### src/rtl/amrwb_hc_pkg.sv
// Package: item types, status codes and frame size tables for the AMR-WB header check.
`default_nettype none
package amrwb_hc_pkg;

  // Input item
  typedef struct packed {
    logic       no_data;
    logic [7:0] first_byte;
    logic [7:0] second_byte;
    logic [7:0] packet_length;
  } amrwb_hc_in_t;

  // Result item
  typedef struct packed {
    logic [3:0] status;
    logic [3:0] frame_kind;
    logic       good_quality;
    logic       more_frames;
    logic [3:0] requested_mode;
    logic       data_offset;
    logic [5:0] bytes_consumed;
  } amrwb_hc_out_t;

  // Status codes
  localparam logic [3:0] ST_OK_HDR    = 4'd0;
  localparam logic [3:0] ST_OK_NOHDR  = 4'd1;
  localparam logic [3:0] ST_BAD_MODE  = 4'd2;
  localparam logic [3:0] ST_CNG       = 4'd3;
  localparam logic [3:0] ST_EMPTY     = 4'd4;
  localparam logic [3:0] ST_BAD_TOC   = 4'd5;
  localparam logic [3:0] ST_BAD_SIZE  = 4'd6;
  localparam logic [3:0] ST_BAD_CMR   = 4'd7;
  localparam logic [3:0] ST_BW_EFF    = 4'd8;

  // ToC and CMR field constants
  localparam logic [7:0] PAD_MASK     = 8'h03;
  localparam logic [7:0] QUALITY_MASK = 8'h04;
  localparam logic [3:0] NO_REQUEST   = 4'hF;
  localparam logic [3:0] MAX_MODE     = 4'd8;
  localparam logic [3:0] SID_TYPE     = 4'd9;
  localparam logic [3:0] LOST_TYPE    = 4'd14;
  localparam logic [3:0] NODATA_TYPE  = 4'd15;
  localparam logic [9:0] BWE_OVERHEAD = 10'd17; // 10 header bits plus 7 for rounding up

  // Frame type is usable: speech, SID, lost or no data
  function automatic logic type_ok(input logic [3:0] t);
    return (t <= SID_TYPE) || (t == LOST_TYPE) || (t == NODATA_TYPE);
  endfunction

  // Octet-aligned speech frame size in bytes per frame type
  function automatic logic [5:0] octet_size(input logic [3:0] t);
    logic [5:0] s;
    unique case (t)
      4'd0:    s = 6'd18;
      4'd1:    s = 6'd24;
      4'd2:    s = 6'd33;
      4'd3:    s = 6'd37;
      4'd4:    s = 6'd41;
      4'd5:    s = 6'd47;
      4'd6:    s = 6'd51;
      4'd7:    s = 6'd59;
      4'd8:    s = 6'd61;
      4'd9:    s = 6'd6;
      4'd10:   s = 6'd6;
      4'd14:   s = 6'd1;
      4'd15:   s = 6'd1;
      default: s = 6'd0;
    endcase
    return s;
  endfunction

  // Core bits per frame type
  function automatic logic [8:0] core_bits(input logic [3:0] t);
    logic [8:0] b;
    unique case (t)
      4'd0:    b = 9'd132;
      4'd1:    b = 9'd177;
      4'd2:    b = 9'd253;
      4'd3:    b = 9'd285;
      4'd4:    b = 9'd317;
      4'd5:    b = 9'd365;
      4'd6:    b = 9'd397;
      4'd7:    b = 9'd461;
      4'd8:    b = 9'd477;
      4'd9:    b = 9'd40;
      4'd10:   b = 9'd40;
      default: b = 9'd0;
    endcase
    return b;
  endfunction

  // Bandwidth-efficient packet size in bytes: bits plus overhead, rounded up
  function automatic logic [5:0] bwe_size(input logic [3:0] t);
    logic [9:0] sum;
    sum = {1'b0, core_bits(t)} + BWE_OVERHEAD;
    return sum[8:3];
  endfunction

endpackage
`default_nettype wire

### src/rtl/amrwb_payload_header_check_unit.sv
// Top level: three-stage pipelined AMR-WB single-frame payload header classifier.
// Each item passes the stage 1, stage 2 and output registers before its result shows on out_valid.
// Throughput: one item per cycle; busy is always low and the receiver cannot hold results off.
// Stage 1 looks up frame sizes, stage 2 compares lengths, stage 3 forms the result.
// Reset (rst_n low, synchronous) clears the stage valid bits; no result follows it.
`default_nettype none
module amrwb_payload_header_check_unit
  import amrwb_hc_pkg::*;
(
  input  wire logic          clk,
  input  wire logic          rst_n,
  input  wire logic          start,
  output logic               busy,
  input  wire amrwb_hc_in_t  in_item,
  output logic               out_valid,
  output amrwb_hc_out_t      out_item
);

  // Outcome of the checks, worst to best
  localparam logic [2:0] V_BAD_CMR  = 3'd0;
  localparam logic [2:0] V_BAD_SIZE = 3'd1;
  localparam logic [2:0] V_BAD_TOC  = 3'd2;
  localparam logic [2:0] V_BAD_MODE = 3'd3;
  localparam logic [2:0] V_GOOD     = 3'd4;

  assign busy = 1'b0;

  // ---------------- Stage 1: ToC decode and table lookups ----------------
  logic       s1_valid_r;
  logic       s1_nd_r;
  logic [7:0] s1_b0_r, s1_b1_r, s1_len_r;
  logic       s1_t1ok_r, s1_t2ok_r, s1_bweok_r;
  logic [5:0] s1_size1_r, s1_size2_r, s1_bwsize_r;

  logic [3:0] bwe_type;
  logic [3:0] bwe_mode;
  assign bwe_type = {in_item.first_byte[2:0], in_item.second_byte[7]};
  assign bwe_mode = in_item.first_byte[7:4];

  always_ff @(posedge clk) begin
    if (!rst_n) begin
      s1_valid_r <= 1'b0;
    end else begin
      s1_valid_r <= start;
    end
    s1_nd_r     <= in_item.no_data;
    s1_b0_r     <= in_item.first_byte;
    s1_b1_r     <= in_item.second_byte;
    s1_len_r    <= in_item.packet_length;
    s1_t1ok_r   <= ((in_item.second_byte & PAD_MASK) == 8'h00)
                   && type_ok(in_item.second_byte[6:3]);
    s1_t2ok_r   <= ((in_item.first_byte & PAD_MASK) == 8'h00)
                   && type_ok(in_item.first_byte[6:3]);
    s1_size1_r  <= octet_size(in_item.second_byte[6:3]);
    s1_size2_r  <= octet_size(in_item.first_byte[6:3]);
    s1_bweok_r  <= ((bwe_mode <= MAX_MODE) || (bwe_mode == NO_REQUEST)) && type_ok(bwe_type);
    s1_bwsize_r <= bwe_size(bwe_type);
  end

  // ---------------- Stage 2: length compares and verdict ----------------
  logic [2:0] hdr_code;
  logic       hdr_size_ok, alt_ok, mode_bad, use_alt;
  logic [3:0] s1_mode;

  assign s1_mode     = s1_b0_r[7:4];
  assign hdr_size_ok = (s1_len_r == ({2'b00, s1_size1_r} + 8'd1));
  assign alt_ok      = s1_t2ok_r && (s1_len_r == {2'b00, s1_size2_r});
  assign mode_bad    = (s1_mode > MAX_MODE) && (s1_mode != NO_REQUEST);

  // Octet-aligned header checks, first failure wins
  always_comb begin
    priority if (!s1_t1ok_r) begin
      hdr_code = V_BAD_TOC;
    end else if (!hdr_size_ok) begin
      hdr_code = V_BAD_SIZE;
    end else if (s1_b0_r[3:0] != 4'h0) begin
      hdr_code = V_BAD_CMR;
    end else if (mode_bad) begin
      hdr_code = V_BAD_MODE;
    end else begin
      hdr_code = V_GOOD;
    end
  end

  // Header-less retry when the header path is not clean
  assign use_alt = (hdr_code != V_GOOD) && alt_ok;

  logic       s2_valid_r;
  logic       s2_nd_r, s2_empty_r, s2_bwe_r, s2_hdr_r;
  logic [2:0] s2_code_r;
  logic [7:0] s2_toc_r;
  logic [3:0] s2_mode_r;
  logic [5:0] s2_used_r;

  always_ff @(posedge clk) begin
    if (!rst_n) begin
      s2_valid_r <= 1'b0;
    end else begin
      s2_valid_r <= s1_valid_r;
    end
    s2_nd_r    <= s1_nd_r;
    s2_empty_r <= (s1_len_r == 8'd0);
    s2_bwe_r   <= s1_bweok_r && (s1_len_r == {2'b00, s1_bwsize_r});
    s2_hdr_r   <= !use_alt;
    s2_code_r  <= use_alt ? V_GOOD : hdr_code;
    s2_toc_r   <= use_alt ? s1_b0_r : s1_b1_r;
    s2_mode_r  <= use_alt ? NO_REQUEST : s1_mode;
    s2_used_r  <= use_alt ? s1_size2_r : (s1_size1_r + 6'd1);
  end

  // ---------------- Stage 3: result formation ----------------
  amrwb_hc_out_t res;
  logic          rejected;

  assign rejected = (s2_code_r == V_BAD_TOC) || (s2_code_r == V_BAD_SIZE)
                    || (s2_code_r == V_BAD_CMR);

  always_comb begin
    res                = '0;
    res.requested_mode = NO_REQUEST;
    priority if (s2_nd_r) begin
      res.status     = ST_CNG;
      res.frame_kind = NODATA_TYPE;
    end else if (s2_empty_r) begin
      res.status = ST_EMPTY;
    end else if (rejected && s2_bwe_r) begin
      res.status = ST_BW_EFF;
    end else if (s2_code_r == V_BAD_TOC) begin
      res.status = ST_BAD_TOC;
    end else if (s2_code_r == V_BAD_SIZE) begin
      res.status = ST_BAD_SIZE;
    end else if (s2_code_r == V_BAD_CMR) begin
      res.status = ST_BAD_CMR;
    end else begin
      if (s2_code_r == V_BAD_MODE) begin
        res.status = ST_BAD_MODE;
      end else begin
        res.status = s2_hdr_r ? ST_OK_HDR : ST_OK_NOHDR;
      end
      res.frame_kind     = s2_toc_r[6:3];
      res.good_quality   = ((s2_toc_r & QUALITY_MASK) != 8'h00);
      res.more_frames    = s2_toc_r[7];
      res.requested_mode = s2_mode_r;
      res.data_offset    = s2_hdr_r;
      res.bytes_consumed = s2_used_r;
    end
  end

  logic          out_valid_r;
  amrwb_hc_out_t out_item_r;

  always_ff @(posedge clk) begin
    if (!rst_n) begin
      out_valid_r <= 1'b0;
    end else begin
      out_valid_r <= s2_valid_r;
    end
    out_item_r <= res;
  end

  assign out_valid = out_valid_r;
  assign out_item  = out_item_r;

`ifndef SYNTHESIS
  // Every result traces back to an item that was accepted with start
  a_latency: assert property (@(posedge clk) disable iff (!rst_n)
    out_valid |-> $past(start, 3))
    else $error("result without matching item");

  // Rejections carry no frame information
  a_reject_clean: assert property (@(posedge clk) disable iff (!rst_n)
    out_valid && (out_item.status >= ST_EMPTY) |->
      (out_item.frame_kind == 4'd0) && (out_item.bytes_consumed == 6'd0)
      && (out_item.requested_mode == NO_REQUEST) && !out_item.data_offset)
    else $error("rejected item carries frame fields");

  // Header-less acceptance reports no mode request and zero offset
  a_nohdr: assert property (@(posedge clk) disable iff (!rst_n)
    out_valid && (out_item.status == ST_OK_NOHDR) |->
      !out_item.data_offset && (out_item.requested_mode == NO_REQUEST))
    else $error("header-less item with header fields");
`endif

endmodule
`default_nettype wire
### config.mk
export PLATFORM = sky130hd
export DESIGN_NAME = amrwb_payload_header_check_unit
export DESIGN_NICKNAME = d
export VERILOG_FILES = /design/src/rtl/amrwb_hc_pkg.sv /design/src/rtl/amrwb_payload_header_check_unit.sv
export SDC_FILE = /design/constraint.sdc
export NUM_CORES = 1
export LEC_CHECK = 0
export ABC_AREA = 1
export BUFFER_PORTS_ARGS = -buffer_cell sky130_fd_sc_hd__buf_2
export CELL_PAD_IN_SITES_DETAIL_PLACEMENT = 0
export CELL_PAD_IN_SITES_GLOBAL_PLACEMENT = 1
export CORE_MARGIN = 2
export CORE_UTILIZATION = 34
export CTS_CLUSTER_SIZE = 8
export DETAILED_ROUTE_END_ITERATION = 10
export GPL_ROUTABILITY_DRIVEN = 1
export PLACE_DENSITY = 0.74
export RECOVER_POWER = 25
export SLEW_MARGIN = 40
export SYNTH_ARGS = -nofsm -noshare
export SYNTH_HDL_FRONTEND = slang
export SYNTH_SLANG_ARGS = --single-unit
export TNS_END_PERCENT = 5
### constraint.sdc
create_clock -name clk -period 1.45 [get_ports clk]
set_input_delay 0.0725 -clock clk [delete_from_list [all_inputs] [get_ports clk]]
set_output_delay 0.0725 -clock clk [all_outputs]
set_load 0.02 [all_outputs]
# Word level (Yosys, flattened, before mapping)
# Memory sizes are Yosys's and may differ from the RTL's. A register that Yosys moved wholly into a read port is not among the register bits.
# Index checks and enable logic that the tools add are counted.
[totals] latch_bits=0 memories=3 inputBits=28 wordCells=96 ramBits=0 out_inout_bits=23 reg_bits=83 rom_bits=320
[op_classes] add_sub_neg=3 bitwise=0 n_mul=0 n_mux=18 eq_ne=15 n_reduce_logical=25 n_div=0 n_shift=0 order_cmp=5
[memory_table] memory="(no name shown)" words=16 word_bits=8 rd=1 rd_clocked_by_memory_dff=0 wr=0 line_no="amrwb_hc_pkg.sv:75" rtl="unique case (t)"
[memory_table] memory="(no name shown)" words=16 word_bits=6 rd=1 rd_clocked_by_memory_dff=1 wr=0 line_no="amrwb_hc_pkg.sv:53" rtl="unique case (t)"
[memory_table] memory="(no name shown)" words=16 word_bits=6 rd=1 rd_clocked_by_memory_dff=1 wr=0 line_no="amrwb_hc_pkg.sv:53"
[op_table] op="17-bit 2-to-1 mux" count=5
[op_table] op="4-bit == test (second input constant)" count=7
[op_table] op="8-bit zero test" count=3
[op_table] op="3-bit 2-to-1 mux" count=8
[op_table] op="8-bit by 6-bit == test with 1-bit output" count=2
[op_table] op="4-bit <= comparator (second input constant)" count=4
[op_table] op="9-bit by 5-bit adder with 9-bit output (second input constant)" count=1
[op_table] op="1-bit logical OR" count=9
[op_table] op="8-bit by 7-bit == test with 1-bit output" count=1
[op_table] op="1-bit logical AND" count=8
[op_table] op="8-bit 2-to-1 mux" count=1
[op_table] op="6-bit by 1-bit adder with 7-bit output (second input constant)" count=1
[op_table] op="6-bit by 1-bit adder with 6-bit output (second input constant)" count=1
[op_table] op="3-bit by 2-bit == test with 1-bit output (second input constant)" count=2
[op_table] op="6-bit 2-to-1 mux" count=1
[op_table] op="6-bit OR reduction" count=1
[op_table] op="4-bit greater-than comparator (second input constant)" count=1
[op_table] op="4-bit 2-to-1 mux" count=1
[op_table] op="4-bit != test (second input constant)" count=1
[op_table] op="4-bit nonzero test" count=1
[op_table] op="3-bit by 1-bit == test with 1-bit output (second input constant)" count=1
[op_table] op="3-bit zero test" count=1
[op_table] op="3-bit != test (second input constant)" count=1
[op_table] op="2-bit 2-to-1 mux" count=1
[op_table] op="other kinds (3)" count=3

# Depth between registers and ports, before layout
[depth] word_depth=9 ltp_mapped=14 ltp_nobuf=13

# Worst setup path after synthesis
# Ideal clock, no wire load.
[synth_timing] kind="flip-flop to flip-flop" start="register s1_size1_r[0]" end="register s2_toc_r[2]" setup_time_ns=0.112 t_arrival_ns=1.493 path_buffers=1 slack_ns=-0.155 required_time_ns=1.338 stages_incl_launch_ff=12 period_less_slack_ns=1.605 path_cell_list="dfxtp_1 -> ha_1 -> inv_1 -> nand2_1 -> nand3b_1 -> nor2_1 -> nand3_1 -> nor2_4 -> nand3_4 -> buf_2 -> nand3_1 -> nand2_1"
[synth_between] elab_chain_cells=7
[synth_lines] item="from (decl)" line_no="amrwb_payload_header_check_unit.sv:33" rtl="logic [5:0] s1_size1_r, s1_size2_r, s1_bwsize_r;"
[synth_lines] item="6-bit by 1-bit adder with 7-bit output" line_no="amrwb_payload_header_check_unit.sv:66" rtl="assign hdr_size_ok = (s1_len_r == ({2'b00, s1_size1_r} + 8'd1));"
[synth_lines] item="8-bit by 7-bit == test with 1-bit output" line_no="amrwb_payload_header_check_unit.sv:66"
[synth_lines] item="3-bit 2-to-1 mux" line_no="amrwb_payload_header_check_unit.sv:74" rtl="end else if (!hdr_size_ok) begin"
[synth_lines] item="3-bit 2-to-1 mux" line_no="amrwb_payload_header_check_unit.sv:72" rtl="priority if (!s1_t1ok_r) begin"
[synth_lines] item="3-bit != test" line_no="amrwb_payload_header_check_unit.sv:86" rtl="assign use_alt = (hdr_code != V_GOOD) && alt_ok;"
[synth_lines] item="1-bit logical AND" line_no="amrwb_payload_header_check_unit.sv:86"
[synth_lines] item="8-bit 2-to-1 mux" line_no="amrwb_payload_header_check_unit.sv:106" rtl="s2_toc_r <= use_alt ? s1_b0_r : s1_b1_r;"
[synth_lines] item="to (signal assigned)" line_no="amrwb_payload_header_check_unit.sv:106"
[synth_lines] item="to (decl)" line_no="amrwb_payload_header_check_unit.sv:91" rtl="logic [7:0] s2_toc_r;"
# No other way between the ends.
# A chain may end at the register's enable or synchronous reset.

# Worst setup path in the final report
[layout_timing] start="register s1_size1_r[1]" end="register s2_used_r[5]"
[layout_between] elab_chain_cells=7 word_cells_on_any_way=8 classes_between="add/sub (2); eq/ne (2); mux (3); reduce/logical (1)"
[layout_lines] item="6-bit by 1-bit adder with 7-bit output" line_no="amrwb_payload_header_check_unit.sv:66"
[layout_lines] item="8-bit by 7-bit == test with 1-bit output" line_no="amrwb_payload_header_check_unit.sv:66"
[layout_lines] item="3-bit 2-to-1 mux" line_no="amrwb_payload_header_check_unit.sv:74"
[layout_lines] item="3-bit 2-to-1 mux" line_no="amrwb_payload_header_check_unit.sv:72"
[layout_lines] item="3-bit != test" line_no="amrwb_payload_header_check_unit.sv:86"
[layout_lines] item="1-bit logical AND" line_no="amrwb_payload_header_check_unit.sv:86"
[layout_lines] item="6-bit 2-to-1 mux *" line_no="amrwb_payload_header_check_unit.sv:108" rtl="s2_used_r <= use_alt ? s1_size2_r : (s1_size1_r + 6'd1);"
[layout_lines] item="to (signal assigned)" line_no="amrwb_payload_header_check_unit.sv:108"
[layout_lines] item="to (decl)" line_no="amrwb_payload_header_check_unit.sv:93" rtl="logic [5:0] s2_used_r;"
# Mark *: on every way between the ends. The rest lies on a longest branch, timed or not.

==> summary.md <==
| Metric | Value |
|---|---|
| Critical-path cell list | ha_4 -> inv_2 -> nand2_2 -> nand3b_1 -> nor2_1 -> nand3_2 -> nor2_4 -> nand3_4 -> buf_6 -> nand3_1 -> nand2_1 |
| Maximum net fanout on the critical path | 8 |
| Share of cells above drive strength 1 | between 20% and 30% |
| Clock skew | 0.0108 ns |
| Hold Path Cell Cnt | 5 |
| Largest net degree at the start of global routing | 20 |
| MaxCap Viol Count | 0 |
| PwrDens | 1070 nW/um^2 |
| Syn Nets | 469 |
| Input/output buffers | 49 |
| Gate power share | 13.2% |
| IO Pins | 51 |
| Final TNS setup | -3.07 ns |
| Worst path max stage delay | around 0.34 ns |
| Residual DRC | 0 |
| Final hold violation count | 0 |
| Critical path launch point type | register |
| Unique masters post-synth | 39 |
| Setup crit end kind | register |
| Dpl ws | -0.201 ns |
| Mean Syn Cell Area | 8.52 um^2 |
| Clock latency on the worst-skew pair | 0.36 ns |
| First-pass GRT wire length | 12600 um |
| RSZ-0062 raised after global routing | true |
| Final Critical Period | 1.65 ns |
| Setup-failing EPs final | 21 |
| Syn Inst Count | roughly 420 |
| Vias/cell | 4.26 |
| Tightest Hold Check Type | in2reg |
| Die ar. | 11300 um^2 |
| WS Path Type | reg2reg |
| Reg2Reg Setup Slack | -0.20 ns |
| Routability cong. | between 0.8 and 0.9 |
| Area delta synth->final | 35.1% |
| Switching power total | roughly 1.3 mW |
| Number of global-route vias before repair | 2854 |
| Die height | 106 um |
| Final period util | 114% |
| Critical path's slowest cell | dfxtp_2 |
| Clock transition at path regs | 0.09 ns |
| 1st-pass router iterations | 4 |
| Seq pwr share | between 50% and 60% |
| DRT antenna net count | 0 |
| DRT iter0 DRCs | 113 |
| Longest Clk Path Bufs | 2 |
| Violated checks | setup timing |
| Wire per inst | between 10 and 15 um |
| Internal power | 3.82 mW |
| Status | complete, but fails checks |
| Layout Utilization | a little under half |
| Hold_ws | 0.155 ns |
| Synth warn | 0 |
| Row cnt | 37 |
| CP required | between 1.5 and 2 ns |
| Worst Hold Launch | in_item[16] |
| Seq/Total Area, Yosys | 51.0% |
| Clock share of power | around 34% |
| Cells on worst reg2reg path | 11 |
| Initial antenna violation count | 0 |
| Worst Path Buf+Inv | 2 |
| Pins over their slew limit | 0 |
| RR Endpoint | s2_used_r[5] |
| Critical path arrival | 1.90 ns |
| Dpl hpwl | 5820 um |
| FF-to-FF Start | s1_size1_r[1] |
| H-tree lvl count | 3 |
| Lkg Pwr | 2.34 nW |
| Clock root buffer master | clkbuf_8 |
| Layout Nets | 589 |
| Gr usage total | 14.2% |
| GRT overflow | 0 |
| Ant diodes | 0 |
| CTS tree | built |
| Starting Density | 34.7% |
| Via count | 2896 |
| CTS buffer count | 9 |
| Sw Share | 26.0% |
| TritonCTS Sinks | 91 |
| Placeable Area | 10300 um^2 |
| Peak supply drop | 653 uV |
| Min-Delay Endpoint | s1_t2ok_r |
| Synth Cell Area | about 3600 um^2 |
| PnR worst setup slack | -0.198 ns |
| Top delay family on crit path | simple AND/OR/NAND/NOR gates |
| Max Freq | just over 600 MHz |
| Routed Wire Length | 7500 um |
| Synthesis-stage register bit count | slightly above 90 |
| Die X | 106 um |
==> state kept, by name, indices dropped and copies added (netlist names) <==
| signal | cells |
|---|---|
| s2_hdr_r | 1 |
| s2_used_r | 6 |
| s2_toc_r | 6 |
| s2_code_r | 3 |
| s2_mode_r | 4 |
| s1_bweok_r | 1 |
| s1_bwsize_r | 6 |
| s1_valid_r | 1 |
| out_item | 21 |
| s2_valid_r | 1 |
| s1_b0_r | 8 |
| s2_nd_r | 1 |
| s1_nd_r | 1 |
| s1_b1_r | 6 |
| out_valid | 1 |
| s1_t1ok_r | 1 |
| s2_empty_r | 1 |
| s2_bwe_r | 1 |
| s1_t2ok_r | 1 |
| s1_size1_r | 6 |
| s1_len_r | 8 |
| s1_size2_r | 6 |
==> stage by stage <==
stage | instances | power, mW | area (um^2)
after global placement | 635 | 3.41 | 4250
after global routing | 680 | 5.41 | 4820
final | 680 | 5.16 | 4820
after detailed placement | 635 | 3.42 | 4250
after floorplan | 419 | 3.15 | 3590
after CTS | 680 | 5.22 | 4760
==> logic make-up after synthesis <==
group / after synthesis / share of synthesized area [%]
buffers and inverters: 71 / 7.85
adder cells (fa/ha/maj): 22 / 7.71
XOR/XNOR: 9 / 2.21
AND/OR/NAND/NOR: 186 / 24.2
AO/OA/AOI/OAI: 37 / 6.31
other: 1 / 0.105
flip-flops: 91 / 51.0
multiplexers: 2 / 0.561
==> routing by layer <==
| layer | vias up | global-route usage (%) | share of wire [%] |
|---|---|---|---|
| li1 | 1550 | - | - |
| met1 | 1281 | 16.7 | 46 |
| met2 | 60 | 25.0 | 48 |
| met3 | 5 | 3.19 | 4.8 |
| met4 | 0 | 5.29 | 0.93 |
| met5 | - | 0 | 0 |
==> power by group through the flow <==
| stage | Sequential, mW | Combinational [mW] | Clock (mW) |
|---|---|---|---|
| 2_1_floorplan | 2.81 | 0.339 | 0 |
| 3_3_place_gp | 2.81 | 0.603 | 0 |
| 3_5_place_dp | 2.81 | 0.613 | 0 |
| 4_1_cts | 2.75 | 0.677 | 1.80 |
| 5_1_grt | 2.77 | 0.775 | 1.87 |
| 6_report | 2.75 | 0.681 | 1.73 |
==> worst register-to-register path: stages, from the launching register on <==
cell      delay (ns)
dfxtp_2         0.34
ha_4            0.28
inv_2           0.03
nand2_2         0.04
nand3b_1        0.07
nor2_1          0.11
nand3_2         0.09
nor2_4          0.14
nand3_4         0.12
buf_6           0.17
nand3_1         0.06
nand2_1         0.07
==> cell type report <==
type / count / area [um^2]
Inverter: 62 / 233
Multi-Input combinational cell: 257 / 1560
Timing Repair Buffer: 118 / 830
Tap cell: 136 / 170
Fill cell: 1036 / 5460
Sequential cell: 91 / 1830
Clock buffer: 9 / 124
Clock inverter: 7 / 85.1
==> repair_timing <==
action	in CTS	in global routing
hold endpoints to repair	29	0
setup endpoints to repair	20	22
buffers inserted	1	0
pin swaps	3	4
resized for setup	2	24
hold buffers	28	0
==> synthesized netlist by cell type <==
master / count / area (um^2)
a32oi_1: 1 / 8.76
clkbuf_1: 5 / 18.8
o221ai_1: 1 / 8.76
xor2_1: 4 / 35.0
buf_4: 1 / 7.51
o2111ai_1: 2 / 17.5
inv_1: 58 / 218
o21ai_2: 1 / 8.76
buf_6: 1 / 11.3
nand2_2: 3 / 18.8
or2_2: 8 / 50.1
nor4_1: 2 / 12.5
nand3_2: 1 / 10.0
o211ai_1: 1 / 7.51
xnor2_1: 5 / 43.8
mux2i_1: 2 / 20.0
nand2_4: 1 / 11.3
o31ai_1: 1 / 7.51
nor2_1: 30 / 113
buf_2: 2 / 10.0
a31oi_1: 2 / 12.5
a21oi_1: 5 / 25.0
inv_2: 4 / 15.0
o21bai_1: 2 / 15.0
o21ai_0: 18 / 90.1
o211a_1: 1 / 10.0
a211oi_1: 1 / 7.51
nor3_1: 2 / 10.0
ha_1: 22 / 275
conb_1: 1 / 3.75
nand4_1: 4 / 25.0
nand3b_1: 3 / 22.5
o22ai_1: 1 / 6.26
dfxtp_1: 91 / 1820
nand2_1: 94 / 353
nand3_4: 1 / 17.5
nand3_1: 32 / 160
nor2_4: 4 / 45.0
nor3_4: 1 / 16.3
==> placed cells by master, fill, tap and decap left out, types with 5 or more instances in the layout <==
master	count
clkbuf_8	9
nand2_1	87
buf_2	37
ha_1	20
dfxtp_1	88
clkbuf_1	12
nand3_2	7
buf_4	38
nand2_2	10
nand3_1	26
inv_1	56
inv_2	6
dlygate4sd3_1	28
xnor2_1	5
or2_2	8
nor2_1	29
a21oi_1	5
o21ai_0	18
==> how the worst max path moves through the flow <==
stage / from / to / slack, ns / cells past startpoint
6_report: s1_size1_r[1] / s2_used_r[5] / -0.20 / 11
5_1_grt: s1_size1_r[1] / s2_code_r[0] / -0.32 / 11
4_1_cts: s1_size1_r[1] / s2_used_r[1] / -0.19 / 11
3_5_place_dp: s1_size1_r[1] / s2_used_r[1] / -0.20 / 11
3_3_place_gp: s1_size1_r[1] / s2_used_r[1] / -0.14 / 11
2_1_floorplan: s1_size1_r[0] / s2_mode_r[0] / -0.12 / 11
Note: power is estimated with default switching activity, not from simulation.
